File: config.mk
export PLATFORM = sky130hd
export DESIGN_NAME = tick_task_scheduler_unit_flat
export DESIGN_NICKNAME = d
export VERILOG_FILES = /design/src/hw/rtl/tts_pkg.sv /design/src/hw/rtl/tts_channels.sv /design/src/hw/rtl/tts_slot_mem.sv /design/src/hw/rtl/tts_slot_alu.sv /design/src/hw/rtl/tick_task_scheduler_unit.sv /design/src/flat_wrapper.sv
export SDC_FILE = /design/constraint.sdc
export NUM_CORES = 1
export LEC_CHECK = 0
export BUFFER_PORTS_ARGS = -buffer_cell sky130_fd_sc_hd__buf_2
export CORE_MARGIN = 8
export CORE_UTILIZATION = 35
export DETAILED_ROUTE_END_ITERATION = 8
export PLACE_DENSITY_LB_ADDON = 0.1
export SYNTH_ARGS = -nofsm -noshare
export SYNTH_HDL_FRONTEND = slang
export SYNTH_HIERARCHICAL = 1
export SYNTH_SLANG_ARGS = --single-unit
File: constraint.sdc
create_clock -name clk -period 11.9 [get_ports clk]
set_input_delay 0 -clock clk [delete_from_list [all_inputs] [get_ports clk]]
set_output_delay 0 -clock clk [all_outputs]
set_load 0.01 [all_outputs]
File: src/hw/rtl/tts_pkg.sv
// shared types and constants of the tick task scheduler
`timescale 1ns / 1ps

package tts_pkg;

  localparam int NUM_SLOTS_DEF = 8;
  localparam int OP_W          = 2;
  localparam int IVL_W         = 16;
  localparam int RDY_W         = 8;
  localparam int STATUS_W      = 2;
  localparam int SLOT_FIELD_W  = 3;

  localparam logic [RDY_W-1:0] RDY_MAX = {RDY_W{1'b1}};

  typedef enum logic [OP_W-1:0] {
    OP_TICK         = 2'd0,
    OP_ADD_PERIODIC = 2'd1,
    OP_ADD_ONESHOT  = 2'd2,
    OP_DISPATCH     = 2'd3
  } op_t;

  typedef enum logic [STATUS_W-1:0] {
    ST_TICK     = 2'd0,
    ST_ADDED    = 2'd1,
    ST_FULL     = 2'd2,
    ST_DISPATCH = 2'd3
  } status_t;

  typedef enum logic [1:0] {
    S_IDLE,
    S_WALK,
    S_DONE
  } state_t;

  // one slot of the task table
  typedef struct packed {
    logic             periodic;
    logic [IVL_W-1:0] interval;
    logic [IVL_W-1:0] countdown;
    logic [RDY_W-1:0] ready_cnt;
  } slot_entry_t;

  // what the update unit hands back for the slot under work
  typedef struct packed {
    slot_entry_t tick_entry;
    slot_entry_t disp_entry;
    logic        has_ready;
  } slot_upd_t;

  typedef struct packed {
    status_t                 status;
    logic [SLOT_FIELD_W-1:0] slot;
    logic                    dispatched;
  } result_t;

endpackage

File: src/hw/rtl/tts_channels.sv
// valid/ready channel interfaces for items in and results out
`timescale 1ns / 1ps

interface tts_in_if import tts_pkg::*; ();
  logic             valid;
  logic             ready;
  logic [OP_W-1:0]  operation;
  logic [IVL_W-1:0] interval;

  modport source (output valid, output operation, output interval, input ready);
  modport sink (input valid, input operation, input interval, output ready);
endinterface

interface tts_out_if import tts_pkg::*; ();
  logic                    valid;
  logic                    ready;
  logic [STATUS_W-1:0]     status;
  logic [SLOT_FIELD_W-1:0] slot;
  logic                    dispatched;

  modport source (output valid, output status, output slot, output dispatched, input ready);
  modport sink (input valid, input status, input slot, input dispatched, output ready);
endinterface

File: src/hw/rtl/tts_slot_mem.sv
// task table memory, one write and one registered read per cycle
`timescale 1ns / 1ps

module tts_slot_mem import tts_pkg::*; #(
  parameter int DEPTH = NUM_SLOTS_DEF,
  parameter int IDX_W = 3
) (
  input  logic              clk,
  input  logic              we,
  input  logic [IDX_W-1:0]  waddr,
  input  slot_entry_t       wdata,
  input  logic [IDX_W-1:0]  raddr,
  output slot_entry_t       rdata
);

  slot_entry_t mem [DEPTH];
  slot_entry_t rdata_r;

  always_ff @(posedge clk) begin
    if (we) begin
      mem[waddr] <= wdata;
    end
    rdata_r <= mem[raddr];
  end

  assign rdata = rdata_r;

endmodule

File: src/hw/rtl/tts_slot_alu.sv
// shared slot update unit: tick countdown step and dispatch decrement
`timescale 1ns / 1ps

module tts_slot_alu import tts_pkg::*; (
  input  slot_entry_t cur,
  output slot_upd_t   upd
);

  logic [IVL_W-1:0] cd_dec;
  logic             cd_hits_zero;
  slot_entry_t      tick_e;
  slot_entry_t      disp_e;

  assign cd_dec       = cur.countdown - IVL_W'(1);
  assign cd_hits_zero = (cd_dec == '0);

  always_comb begin
    tick_e = cur;
    if (cur.periodic) begin
      tick_e.countdown = cd_dec;
      if (cd_hits_zero) begin
        tick_e.countdown = cur.interval;
        if (cur.ready_cnt != RDY_MAX) begin
          tick_e.ready_cnt = cur.ready_cnt + RDY_W'(1);
        end
      end
    end else if (cur.countdown != '0) begin
      tick_e.countdown = cd_dec;
      if (cd_hits_zero) begin
        tick_e.ready_cnt = RDY_W'(1);
      end
    end
  end

  always_comb begin
    disp_e           = cur;
    disp_e.ready_cnt = cur.ready_cnt - RDY_W'(1);
  end

  assign upd.tick_entry = tick_e;
  assign upd.disp_entry = disp_e;
  assign upd.has_ready  = (cur.ready_cnt != '0);

endmodule

File: src/hw/rtl/tick_task_scheduler_unit.sv
// top level of the tick task scheduler: sequencer, fill count and result register
`timescale 1ns / 1ps

// Cooperative tick scheduler with a table of NUM_SLOTS task slots held in a
// single-port-write, registered-read memory. Add items fill slots in order and
// pass through an accept step and a result step. Tick and dispatch items walk
// the filled slots one per cycle through one shared update unit, reading slot
// k+1 while slot k is worked on: a tick visits every filled slot, a dispatch
// stops early at the first slot with work ready. With an empty table tick and
// dispatch items go straight from accept to result. One item is worked on at a
// time; the next item is taken as soon as the result has moved to the output
// register, even if it has not been collected yet. Slot numbers on the result
// carry the low 3 bits of the index.

module tick_task_scheduler_unit import tts_pkg::*; #(
  parameter int NUM_SLOTS = NUM_SLOTS_DEF
) (
  input  logic          clk,
  input  logic          rst_n,
  tts_in_if.sink        in_ch,
  tts_out_if.source     out_ch
);

  localparam int IDX_W = (NUM_SLOTS > 1) ? $clog2(NUM_SLOTS) : 1;
  localparam int CNT_W = $clog2(NUM_SLOTS + 1);

  // sequencer state
  state_t           state_r, state_nxt;
  op_t              op_r, op_nxt;
  logic [IDX_W-1:0] idx_r, idx_nxt;
  logic [CNT_W-1:0] used_r, used_nxt;
  result_t          res_r, res_nxt;

  // output register
  logic             out_valid_r, out_valid_nxt;
  result_t          out_res_r, out_res_nxt;

  // memory port
  logic             mem_we;
  logic [IDX_W-1:0] mem_waddr;
  slot_entry_t      mem_wdata;
  logic [IDX_W-1:0] mem_raddr;
  slot_entry_t      mem_rdata;

  slot_upd_t        upd;

  op_t              in_op;
  logic             walk_last;
  logic             table_full;
  logic             out_free;
  logic [IDX_W+SLOT_FIELD_W-1:0] idx_ext;
  logic [IDX_W+SLOT_FIELD_W-1:0] add_ext;

  assign in_op      = op_t'(in_ch.operation);
  assign walk_last  = ((CNT_W'(idx_r) + CNT_W'(1)) == used_r);
  assign table_full = (used_r == CNT_W'(NUM_SLOTS));
  assign out_free   = !out_valid_r || out_ch.ready;

  // slot numbers are reported by their low bits
  assign idx_ext = {{SLOT_FIELD_W{1'b0}}, idx_r};
  assign add_ext = {{SLOT_FIELD_W{1'b0}}, used_r[IDX_W-1:0]};

  tts_slot_mem #(
    .DEPTH (NUM_SLOTS),
    .IDX_W (IDX_W)
  ) u_mem (
    .clk   (clk),
    .we    (mem_we),
    .waddr (mem_waddr),
    .wdata (mem_wdata),
    .raddr (mem_raddr),
    .rdata (mem_rdata)
  );

  tts_slot_alu u_alu (
    .cur (mem_rdata),
    .upd (upd)
  );

  always_ff @(posedge clk) begin
    if (!rst_n) begin
      state_r     <= S_IDLE;
      used_r      <= '0;
      out_valid_r <= 1'b0;
    end else begin
      state_r     <= state_nxt;
      used_r      <= used_nxt;
      out_valid_r <= out_valid_nxt;
    end
  end

  // payload and walk bookkeeping need no reset
  always_ff @(posedge clk) begin
    op_r      <= op_nxt;
    idx_r     <= idx_nxt;
    res_r     <= res_nxt;
    out_res_r <= out_res_nxt;
  end

  always_comb begin
    state_nxt     = state_r;
    op_nxt        = op_r;
    idx_nxt       = idx_r;
    used_nxt      = used_r;
    res_nxt       = res_r;
    out_valid_nxt = out_valid_r;
    out_res_nxt   = out_res_r;
    mem_we        = 1'b0;
    mem_waddr     = idx_r;
    mem_wdata     = upd.tick_entry;
    mem_raddr     = '0;
    in_ch.ready   = 1'b0;

    if (out_valid_r && out_ch.ready) begin
      out_valid_nxt = 1'b0;
    end

    unique case (state_r)
      S_IDLE: begin
        // ready is high here, so valid alone marks an accepted item
        in_ch.ready = 1'b1;
        if (in_ch.valid) begin
          op_nxt  = in_op;
          idx_nxt = '0;
          unique case (in_op)
            OP_TICK, OP_DISPATCH: begin
              // start the walk at slot 0; the read data shows up next cycle
              if (used_r == '0) begin
                res_nxt.status     = (in_op == OP_TICK) ? ST_TICK : ST_DISPATCH;
                res_nxt.slot       = '0;
                res_nxt.dispatched = 1'b0;
                state_nxt          = S_DONE;
              end else begin
                state_nxt = S_WALK;
              end
            end
            OP_ADD_PERIODIC, OP_ADD_ONESHOT: begin
              res_nxt.dispatched = 1'b0;
              if (table_full) begin
                res_nxt.status = ST_FULL;
                res_nxt.slot   = '0;
              end else begin
                mem_we                = 1'b1;
                mem_waddr             = used_r[IDX_W-1:0];
                mem_wdata.periodic    = (in_op == OP_ADD_PERIODIC);
                mem_wdata.interval    = (in_op == OP_ADD_PERIODIC) ? in_ch.interval : '0;
                mem_wdata.countdown   = in_ch.interval;
                mem_wdata.ready_cnt   = '0;
                used_nxt              = used_r + CNT_W'(1);
                res_nxt.status        = ST_ADDED;
                res_nxt.slot          = add_ext[SLOT_FIELD_W-1:0];
              end
              state_nxt = S_DONE;
            end
            default: begin
              state_nxt = S_IDLE;
            end
          endcase
        end
      end

      S_WALK: begin
        // read ahead one slot while the current one is worked on
        mem_raddr          = idx_r + IDX_W'(1);
        res_nxt.dispatched = 1'b0;
        res_nxt.slot       = '0;
        if (op_r == OP_TICK) begin
          mem_we         = 1'b1;
          mem_wdata      = upd.tick_entry;
          res_nxt.status = ST_TICK;
          if (walk_last) begin
            state_nxt = S_DONE;
          end else begin
            idx_nxt = idx_r + IDX_W'(1);
          end
        end else begin
          res_nxt.status = ST_DISPATCH;
          priority if (upd.has_ready) begin
            mem_we             = 1'b1;
            mem_wdata          = upd.disp_entry;
            res_nxt.slot       = idx_ext[SLOT_FIELD_W-1:0];
            res_nxt.dispatched = 1'b1;
            state_nxt          = S_DONE;
          end else if (walk_last) begin
            state_nxt = S_DONE;
          end else begin
            idx_nxt = idx_r + IDX_W'(1);
          end
        end
      end

      S_DONE: begin
        // hand over once the output register is free
        if (out_free) begin
          out_valid_nxt = 1'b1;
          out_res_nxt   = res_r;
          state_nxt     = S_IDLE;
        end
      end

      default: begin
        state_nxt = S_IDLE;
      end
    endcase
  end

  assign out_ch.valid      = out_valid_r;
  assign out_ch.status     = out_res_r.status;
  assign out_ch.slot       = out_res_r.slot;
  assign out_ch.dispatched = out_res_r.dispatched;

endmodule

File: src/flat_wrapper.sv
// flat-port wrapper written by rule: the top's interface ports become plain ports
module tick_task_scheduler_unit_flat import tts_pkg::*;
#(
  parameter int NUM_SLOTS = NUM_SLOTS_DEF
)
  (clk, rst_n, in_ch_valid, in_ch_operation, in_ch_interval, in_ch_ready, out_ch_valid, out_ch_status, out_ch_slot, out_ch_dispatched, out_ch_ready);
  tts_in_if in_ch_i ();
  tts_out_if out_ch_i ();
  input  logic clk;
  input  logic rst_n;
  input wire logic [$bits(in_ch_i.valid)-1:0] in_ch_valid;
  input wire logic [$bits(in_ch_i.operation)-1:0] in_ch_operation;
  input wire logic [$bits(in_ch_i.interval)-1:0] in_ch_interval;
  output wire logic [$bits(in_ch_i.ready)-1:0] in_ch_ready;
  output wire logic [$bits(out_ch_i.valid)-1:0] out_ch_valid;
  output wire logic [$bits(out_ch_i.status)-1:0] out_ch_status;
  output wire logic [$bits(out_ch_i.slot)-1:0] out_ch_slot;
  output wire logic [$bits(out_ch_i.dispatched)-1:0] out_ch_dispatched;
  input wire logic [$bits(out_ch_i.ready)-1:0] out_ch_ready;
  assign in_ch_i.valid = in_ch_valid;
  assign in_ch_i.operation = in_ch_operation;
  assign in_ch_i.interval = in_ch_interval;
  assign in_ch_ready = in_ch_i.ready;
  assign out_ch_valid = out_ch_i.valid;
  assign out_ch_status = out_ch_i.status;
  assign out_ch_slot = out_ch_i.slot;
  assign out_ch_dispatched = out_ch_i.dispatched;
  assign out_ch_i.ready = out_ch_ready;
  tick_task_scheduler_unit #(.NUM_SLOTS(NUM_SLOTS)) u_core (.clk(clk), .rst_n(rst_n), .in_ch(in_ch_i), .out_ch(out_ch_i));
endmodule
After elaboration in Yosys (flattened, before gate mapping)
Memory sizes are Yosys's and may differ from the RTL's. A register that Yosys moved wholly into a read port is not among the register bits. Cells that the tools add are included.

Bits in registers: 24. Bits in latches: 0. Memory bits (writable): 328. Memory bits (read-only): 0. Input port bits: 22. Output and inout port bits: 8. Logic and storage cells: 101. Memories kept: 1.

Memories: u_core.u_mem.mem (words 8, bits a word 41, read ports 1, clocked after Yosys merged registers in 1, write ports 1, line tts_slot_mem.sv:16) `slot_entry_t mem [DEPTH];`.

Add/sub/neg operators: 6. Multiply operators: 0. Div/mod/pow operators: 0. Order comparisons: 0. Eq/ne operators: 12. Shift operators: 0. Muxes and demuxes: 51. Bitwise gates (word level): 1. Reductions and logical operators: 19.

Operators with widths (count): 2-to-1 mux 41 bit (3); 2-to-1 mux 24 bit (5); one-hot mux 41 bit (2 select lines) (1); 2-to-1 mux 3 bit (9); one-hot mux 6 bit (2 select lines) (2); logical NOT 16 bit (1); 2-to-1 mux 16 bit (1); 2-to-1 mux 2 bit (8); 2-to-1 mux 8 bit (2); nonzero test 16 bit (1); subtractor 16 x 1 -> 16 bit, second input constant (1); 2-to-1 mux 6 bit (2); 2-to-1 mux 1 bit (11); adder 8 x 1 -> 8 bit, second input constant (1); 2-to-1 mux 4 bit (2); inequality test 8 bit, second input constant (1); nonzero test 8 bit (1); subtractor 8 x 1 -> 8 bit, second input constant (1); == test 2 bit, second input constant (3); logical NOT 2 bit (3); inequality test 3 x 2 -> 1 bit, second input constant (2); one-hot mux 2 bit (3 select lines) (1); one-hot mux 3 bit (2 select lines) (1); AND reduction 2 bit (3); 20 further kinds (23).

Logic depth before layout (Yosys ltp)
Gate-level depths: netlist (run 1).

Word-level depth: 9. Mapped depth: 14.

Modules after synthesis
Netlist (run 1), hierarchy kept.

By module, submodules not included: tts_slot_mem (instances 1, cells an instance 528, area each 13492.9 sq um); tick_task_scheduler_unit (instances 1, cells an instance 233, area each 2095.8 sq um); tts_slot_alu (instances 1, cells an instance 254, area each 1710.4 sq um).

Least setup slack after synthesis (run 1)
OpenSTA, ideal clock, no wires.

Kind: register to register. Start: register u_core.used_r[0]. End: memory u_core/u_mem/mem[0][0] in the netlist's numbering, enable pin. Arrival: 4.302 ns. Data required time: 11.410 ns. Path slack: 7.107 ns. Cell stages (with the launch flop): 9. Path buffers: 1. Period minus slack after synthesis: 4.793 ns. Path through: dfxtp_1 -> inv_1 -> ha_1 -> nand3b_4 -> nand3_1 -> clkbuf_1 -> nand2_1 -> o21ai_0 -> nor3_1.

Elaborated cells between the ends (all ways): 11. Those cells by class: eq/ne (1); mux (10).

RTL lines: start: declaration (line tick_task_scheduler_unit.sv:31) `logic [CNT_W-1:0] used_r, used_nxt;`; start signal: assignment (line tick_task_scheduler_unit.sv:87) `used_r <= used_nxt;`; == test 4 bit (line tick_task_scheduler_unit.sv:56) `assign table_full = (used_r == CNT_W'(NUM_SLOTS));`; 2-to-1 mux 3 bit (line tick_task_scheduler_unit.sv:139) `if (table_full) begin`; 2-to-1 mux 3 bit (line tick_task_scheduler_unit.sv:125) `unique case (in_op)`; 2-to-1 mux 3 bit (line tick_task_scheduler_unit.sv:122) `if (in_ch.valid) begin`; 2-to-1 mux 3 bit (line tick_task_scheduler_unit.sv:118) `unique case (state_r)`; net u_core.mem_waddr[1] (line tick_task_scheduler_unit.sv:40) `logic [IDX_W-1:0] mem_waddr;`; end: declaration (line tts_slot_mem.sv:16).

The timed path passes the listed nets, and every way through them passes these cells.

Worst setup path after layout (run 1)
Start: register u_core.used_r[0]. End: memory u_core/u_mem/mem[7][5] in the netlist's numbering, enable pin.

Elaborated cells between the ends (all ways): 11. Those cells by class: eq/ne (1); mux (10).

RTL lines (line): == test 4 bit (tick_task_scheduler_unit.sv:56); 2-to-1 mux 3 bit * (tick_task_scheduler_unit.sv:139); 2-to-1 mux 3 bit * (tick_task_scheduler_unit.sv:125); 2-to-1 mux 3 bit * (tick_task_scheduler_unit.sv:122); 2-to-1 mux 3 bit * (tick_task_scheduler_unit.sv:118); net u_core.mem_waddr[0] (tick_task_scheduler_unit.sv:40).

The timed path passes the listed nets; every way through them passes the cells marked *.

==> impl_metrics.py, run 1 <==
metrics = {
    "power_and_ir_drop": {
        "p_per_area_nw_per_um2": 160,
        "p_sw_share_pct": 23.1,
        "p_clk_share_pct": 40.9,
        "p_leak_nw": 6.39,
        "p_sw_mw": 0.710,
        "comb_power_share_pct": 6.9,
        "ir_drop_v": 0.000113,
        "p_int_mw": 2.37,
        "seqPwrFrac_pct": 52.3,
    },
    "global_routing": {
        "grt-ovfl-total": 0,
        "grt-busiest-layer": "met2",
        "antenna_found_initial": 1,
        "grt_max_degree": 63,
        "grt_pass1_wl_um": 60400,
        "met1_usage_pct": 19.7,
        "grt_pass1_vias": 9175,
        "met3_usage_pct": 2.41,
        "grt_use_total_pct": 14.2,
        "grt_util_met2_pct": 22.7,
    },
    "synthesis": {
        "synth_warnings": 6,
        "yosys_most_used_dff": "edfxtp_1",
        "yosysSeqAreaShare_pct": 65.4,
        "synth_cell_type_count": 77,
        "synth_seq_cells": 393,
        "async_flop_share_pct": 0,
        "avgSynthCellArea_sq_um": 17.0,
        "synthCells": 1015,
        "synth_fp_nets": 1048,
        "synth_area_sq_um": 17300,
        "synth_edf_count": 345,
    },
    "die": {
        "start_util_pct": 35.4,
        "core_area_sq_um": 48800,
        "io_pins": 30,
        "fp.dieH_um": 238,
        "dieArea_sq_um": 56800,
        "rows": 81,
        "dieWidth_um": 238,
    },
    "route": {
        "vias": 8819,
        "drt_iter0_drc": 589,
        "routed_via_density": 5.15,
        "drc": 0,
        "dr.pass1.iters": 6,
        "routed_wl_um": 40100,
        "post_drt_wl_per_cell_um": 23.5,
        "detail-route-antenna-nets": 0,
    },
    "setup_path": {
        "r2r-end": "u_core/u_mem/mem[7][5]$_DFFE_PP_",
        "cp_max_fo": 21,
        "worstReg2RegStart": "u_core/used_r[0]$_SDFFE_PN0P_",
        "cp.arrival_ns": 4.33,
        "cp-start-kind": "register",
        "setup.worst_path.end": "u_core/u_mem/mem[7][5]$_DFFE_PP_",
        "end_kind": "register",
        "worstPathRequired_ns": 12.10,
        "r2r_cells": 8,
        "critPathLaunch": "u_core/used_r[0]$_SDFFE_PN0P_",
        "rrSetupSlack_ns": 7.77,
        "crit_type": "register to register",
    },
    "timing": {
        "fin_crit_ns": 4.13,
        "setup_viol": 0,
        "maxSlewHeadroom_pct": 22.8,
        "rsz0062_at_grt": "false",
        "hold_viol_final": 0,
        "finalSetupTns_ns": 0,
        "fin_crit_sh_pct": 34.7,
        "finalMaxSlewViolations": 0,
        "fmax_mhz": 242,
        "clock_skew_ns": 0.0308,
        "holdWs_ns": 0.0300,
        "worst_pin_slew_ns": 1.16,
    },
    "clock_network": {
        "cts_sinks": 393,
        "cts_buffer_depth": 3,
        "clock_latency_ns": 0.57,
        "htreeDepth": 2,
        "cts_resized": 0,
        "path_clk_slew_ns": 0.06,
        "cts_setup_buffers": 0,
        "cts_tree": "built",
        "root_buffer": "clkbuf_16",
        "cts_made_buffers": 43,
        "cts_hold_buf": 16,
    },
    "status": {
        "outcome": "complete, no violations",
    },
    "min_path": {
        "worstHoldPathType": "input port to register",
    },
    "layout": {
        "n_fill_cell": 4542,
        "area.growth.synth_to_final_pct": 11.1,
        "nNetsFinal": 1044,
        "final_common_cell": "edfxtp_1",
        "drive_above_1_share_pct": 18.1,
        "final_cell_mix": "edfxtp_1, mux4_1, nand2_1, dfxtp_1, clkbuf_16",
    },
    "placement": {
        "hpwl_um": 21500,
        "gp_congestion": 0.759,
        "place.port_buffers": 29,
    },
    "run": {
        "maxCapViolations": 0,
    },
}
## power groups by stage
stage / Combinational [mW] / Sequential (mW) / Clock, mW
after CTS: 0.216 / 1.61 / 1.30
final: 0.212 / 1.61 / 1.26
after floorplan: 0.164 / 1.62 / 0
after detailed placement: 0.211 / 1.64 / 0
after global placement: 0.210 / 1.64 / 0
after global routing: 0.235 / 1.61 / 1.35
## routing by layer
layer  up-vias  share of wire, %
met1      4597                48
li1       4024                 -
met5         -                 0
met3        59               3.2
met2       139                46
met4         0               2.0
## worst max-delay path: stages, from the launching register on
cell,delay (ns)
dfxtp_1,0.41
inv_1,0.11
ha_1,0.26
nand3b_4,0.10
nand3_1,0.51
o21ai_0,0.74
nand2_1,0.27
nor2_4,0.83
buf_4,0.52
## layout make-up
cell class | count | area, sq um | share of cell area (%)
clock buffers | 60 | 1210 | 6.30
multi-input cells | 498 | 5260 | 27.4
diodes | 1 | 2.50 | 0.0130
repair buffers | 60 | 418 | 2.17
well taps | 664 | 831 | 4.32
inverters | 15 | 57.6 | 0.299
flip-flops and latches | 393 | 11300 | 58.9
clock inverters | 20 | 120 | 0.625
## worst min-delay path by stage
| stage | from | end | slack, ns | cells after the start |
|---|---|---|---|---|
| 2_1_floorplan | in_ch_operation[0] | u_core/op_r[0]$_DFFE_PP_ | 0.1 | 0 |
| 3_3_place_gp | in_ch_operation[1] | u_core/op_r[1]$_DFFE_PP_ | 0.20 | 1 |
| 3_5_place_dp | in_ch_operation[1] | u_core/op_r[1]$_DFFE_PP_ | 0.20 | 1 |
| 4_1_cts | in_ch_interval[11] | u_core/u_mem/mem[3][35]$_DFFE_PP_ | 0.002 | 2 |
| 5_1_grt | in_ch_interval[2] | u_core/u_mem/mem[0][26]$_DFFE_PP_ | 0.05 | 2 |
| 6_report | in_ch_interval[3] | u_core/u_mem/mem[1][27]$_DFFE_PP_ | 0.03 | 2 |
## cells by family (layout without fill, tap and decap cells)
logic type,count (synthesis),count (layout),synth area share [%]
compound gates,138,138,5.93
xor+xnor,25,25,1.31
fa+ha+maj,11,11,0.796
buf+inv,124,155,4.60
flops,393,393,65.4
mux,128,128,15.4
other cells,0,1,0
simple gates,196,196,6.55
## registers in the layout (all words and copies together), names as in the netlist
| signal | count |
|---|---|
| u_core/idx_r | 3 |
| u_core/op_r | 2 |
| u_core/out_ch.dispatched | 1 |
| u_core/out_ch.slot | 3 |
| u_core/out_ch.status | 2 |
| u_core/out_ch.valid | 1 |
| u_core/res_r | 6 |
| u_core/state_r | 2 |
| u_core/u_mem/mem | 328 |
| u_core/u_mem/rdata | 41 |
| u_core/used_r | 4 |
## synthesized netlist by cell type (15+ instances only)
cell,n,share of area [%]
a221o_1,17,0.98
clkbuf_1,19,0.41
a21oi_1,20,0.58
mux4_1,80,12
and2_1,20,0.72
nor2_1,32,0.69
inv_1,15,0.33
a21o_1,17,0.74
a22o_1,21,1.1
buf_4,52,2.3
mux2_2,42,2.7
nand3_1,15,0.43
nand2_1,52,1.1
o21ai_0,32,0.93
edfxtp_1,345,60
dfxtp_1,48,5.6
## per-stage QoR
step                      power, mW  cells  cell area [sq um]  utilization, %  setup slack, ns
after global placement         1.85   1614              17700            36.3             7.90
final                          3.08   1711              19200            39.3             7.77
after global routing           3.20   1711              19200            39.3             7.34
after detailed placement       1.85   1614              17700            36.3             7.71
after floorplan                1.79   1015              17300               -             7.11
after CTS                      3.13   1710              19200            39.3             7.72
No activity file was read; power rests on OpenSTA's default activity.
==> run 2, diff against run 1 <==
Settings changed: ABC_AREA set to 1.
Clock period 11.9 ns to 3.9 ns, I/O delays scaled along.
==> impl_metrics.py, run 2 <==
metrics = {
    "timing": {
        "rsz0062_at_grt": "false",
        "finalSetupTns_ns": 0,
        "fmax_mhz": 313,
        "fin_crit_sh_pct": 81.9,
        "clock_skew_ns": 0.0285,
        "hold_viol_final": 0,
        "worst_pin_slew_ns": 1.16,
        "finalMaxSlewViolations": 0,
        "maxSlewHeadroom_pct": 22.6,
        "setup_viol": 0,
        "fin_crit_ns": 3.19,
    },
    "layout": {
        "final_cell_mix": "nand2_1, inv_1, edfxtp_1, nand3_1, dfxtp_1",
        "area.growth.synth_to_final_pct": 11.5,
        "fin_util_pct": 39.4,
        "drive_above_1_share_pct": 7.94,
        "n_antenna_cell": 0,
        "regMostFlops": "u_core/u_mem/mem",
        "final_common_cell": "nand2_1",
        "nNetsFinal": 2226,
        "largest_reg_flops": 328,
    },
    "power_and_ir_drop": {
        "ir_drop_v": 0.000327,
        "p_per_area_nw_per_um2": 469,
        "p_leak_nw": 9.71,
    },
    "setup_path": {
        "crit_type": "register to register",
        "cp_max_fo": 11,
        "end_kind": "register",
        "cp-start-kind": "register",
        "worstReg2RegStart": "u_core/u_mem/rdata[8]$_DFF_P_",
        "r2r_cells": 12,
        "critPathLaunch": "u_core/u_mem/rdata[8]$_DFF_P_",
        "r2r-end": "u_core/u_mem/mem[0][3]$_DFFE_PP_",
        "worstPathRequired_ns": 4.16,
        "rrSetupSlack_ns": 0.71,
        "setup.worst_path.end": "u_core/u_mem/mem[0][3]$_DFFE_PP_",
        "cp.arrival_ns": 3.45,
    },
    "synthesis": {
        "yosys-top-cells-area": "edfxtp_1, nand2_1, inv_1, nand3_1, dfxtp_1",
        "async_flop_share_pct": 0,
        "synth_fp_nets": 2241,
        "netlist.area_leader.share_pct": 53.5,
        "yosysTopAreaCell": "edfxtp_1",
        "synth_area_sq_um": 19400,
        "synth_edf_count": 345,
        "yosysMostFrequentCell": "nand2_1",
        "synth_seq_cells": 393,
        "avgSynthCellArea_sq_um": 8.78,
        "yosysSeqAreaShare_pct": 58.4,
        "synthTopCellsByCount": "nand2_1, inv_1, edfxtp_1",
        "synth_warnings": 6,
        "synth_cell_type_count": 37,
        "synthCells": 2208,
        "yosys_most_used_dff": "edfxtp_1",
    },
    "clock_network": {
        "clock_latency_ns": 0.60,
        "htreeDepth": 2,
        "cts_sinks": 393,
        "path_clk_slew_ns": 0.06,
        "cts_tree": "built",
        "cts_buffer_depth": 3,
        "cts_setup_buffers": 0,
        "root_buffer": "clkbuf_16",
        "cts_made_buffers": 46,
    },
    "global_routing": {
        "grt_pass1_vias": 13222,
        "grt_use_total_pct": 16.4,
        "antenna_found_initial": 0,
        "grt-ovfl-total": 0,
        "grt_pass1_wl_um": 79500,
        "grt_max_degree": 103,
    },
    "die": {
        "fp.dieH_um": 251,
        "core_area_sq_um": 54900,
        "io_pins": 30,
        "dieArea_sq_um": 63100,
        "dieWidth_um": 251,
        "rows": 86,
        "start_util_pct": 35.3,
    },
    "placement": {
        "place.port_buffers": 29,
        "gp_congestion": 0.862,
        "hpwl_um": 29500,
    },
    "route": {
        "drc": 0,
        "drt_iter0_drc": 787,
        "routed_via_density": 4.65,
        "routed_wl_um": 51600,
        "dr.pass1.iters": 5,
        "detail-route-antenna-nets": 0,
        "post_drt_wl_per_cell_um": 17.6,
        "vias": 13650,
    },
    "status": {
        "outcome": "complete, no violations",
    },
    "run": {
        "maxCapViolations": 0,
    },
    "min_path": {
        "worstHoldPathType": "input port to register",
    },
}
-- run 2: cell families (layout without fill, tap and decap cells) --
kind of cell | count (synthesis) | count (layout) | share of synthesized area [%]
AO/OA/AOI/OAI | 50 | 50 | 1.59
AND/OR/NAND/NOR | 1198 | 1198 | 26.2
flip-flops | 393 | 393 | 58.4
XOR/XNOR | 9 | 9 | 0.407
adder cells (fa/ha/maj) | 11 | 11 | 0.710
buffers and inverters | 547 | 569 | 12.7
-- run 2: report_power, final --
group / internal (mW) / switching (mW) / leakage, nW / total [mW]
Clock: 2.39 / 1.72 / 0.697 / 4.11
Sequential: 4.91 / 0.107 / 3.55 / 5.02
Combinational: 0.275 / 0.729 / 5.46 / 1.00
Total: 7.57 / 2.55 / 9.71 / 10.1
-- run 2: worst min path at each step --
stage                        from                                 to  slack [ns]  cells after the start
4_1_cts         in_ch_interval[3]  u_core/u_mem/mem[2][11]$_DFFE_PP_       0.002                      3
2_1_floorplan  in_ch_operation[0]           u_core/op_r[0]$_DFFE_PP_         0.1                      0
3_5_place_dp   in_ch_operation[1]           u_core/op_r[1]$_DFFE_PP_        0.20                      1
5_1_grt         in_ch_interval[3]  u_core/u_mem/mem[4][11]$_DFFE_PP_        0.03                      3
6_report        in_ch_interval[3]  u_core/u_mem/mem[4][11]$_DFFE_PP_        0.01                      3
3_3_place_gp   in_ch_operation[1]           u_core/op_r[1]$_DFFE_PP_        0.20                      1
-- run 2: worst max-delay path, stage by stage (launching register included) --
cell and delay (ns):
dfxtp_1 0.41, inv_1 0.16, ha_1 0.33, xnor2_1 0.33, nand3_1 0.21, nor3_4 0.49, nand3_2 0.33, nand3_1 0.15
nand2_1 0.06, nand2_1 0.05, nand2_1 0.06, nand3_1 0.07, nand2_1 0.20
-- run 2: through the flow --
stage | instances | total power, mW | cell area [sq um] | hold slack, ns | setup slack, ns
after floorplan | 2208 | 5.80 | 19400 | 0.0989 | 0.168
after global placement | 2835 | 6.11 | 20000 | 0.201 | 0.781
after detailed placement | 2835 | 6.11 | 20000 | 0.202 | 0.699
after CTS | 2934 | 10.3 | 21600 | 0.00197 | 0.691
after global routing | 2934 | 10.6 | 21600 | 0.0289 | 0.391
final | 2934 | 10.1 | 21600 | 0.0134 | 0.706
-- run 2: per-layer routing --
layer / vias to the layer above / track usage [%] / wire length [um]
li1: 6886 / - / -
met1: 6459 / 21.9 / 24200
met2: 220 / 27.2 / 24300
met3: 85 / 2.26 / 1790
met4: 0 / 5.22 / 1320
met5: - / 0 / 0
-- run 2: area by class of cell --
| cell class | count | area [sq um] |
|---|---|---|
| Clock buffer | 66 | 1260 |
| Clock inverter | 19 | 186 |
| Fill cell | 5462 | 33300 |
| Inverter | 409 | 1540 |
| Multi-Input combinational cell | 1268 | 5690 |
| Sequential cell | 393 | 11300 |
| Tap cell | 704 | 881 |
| Timing Repair Buffer | 75 | 738 |
-- run 2: timing repair --
item,in CTS,in global routing
hold endpoints to repair,91,0
resized for setup,0,0
hold buffers,14,0
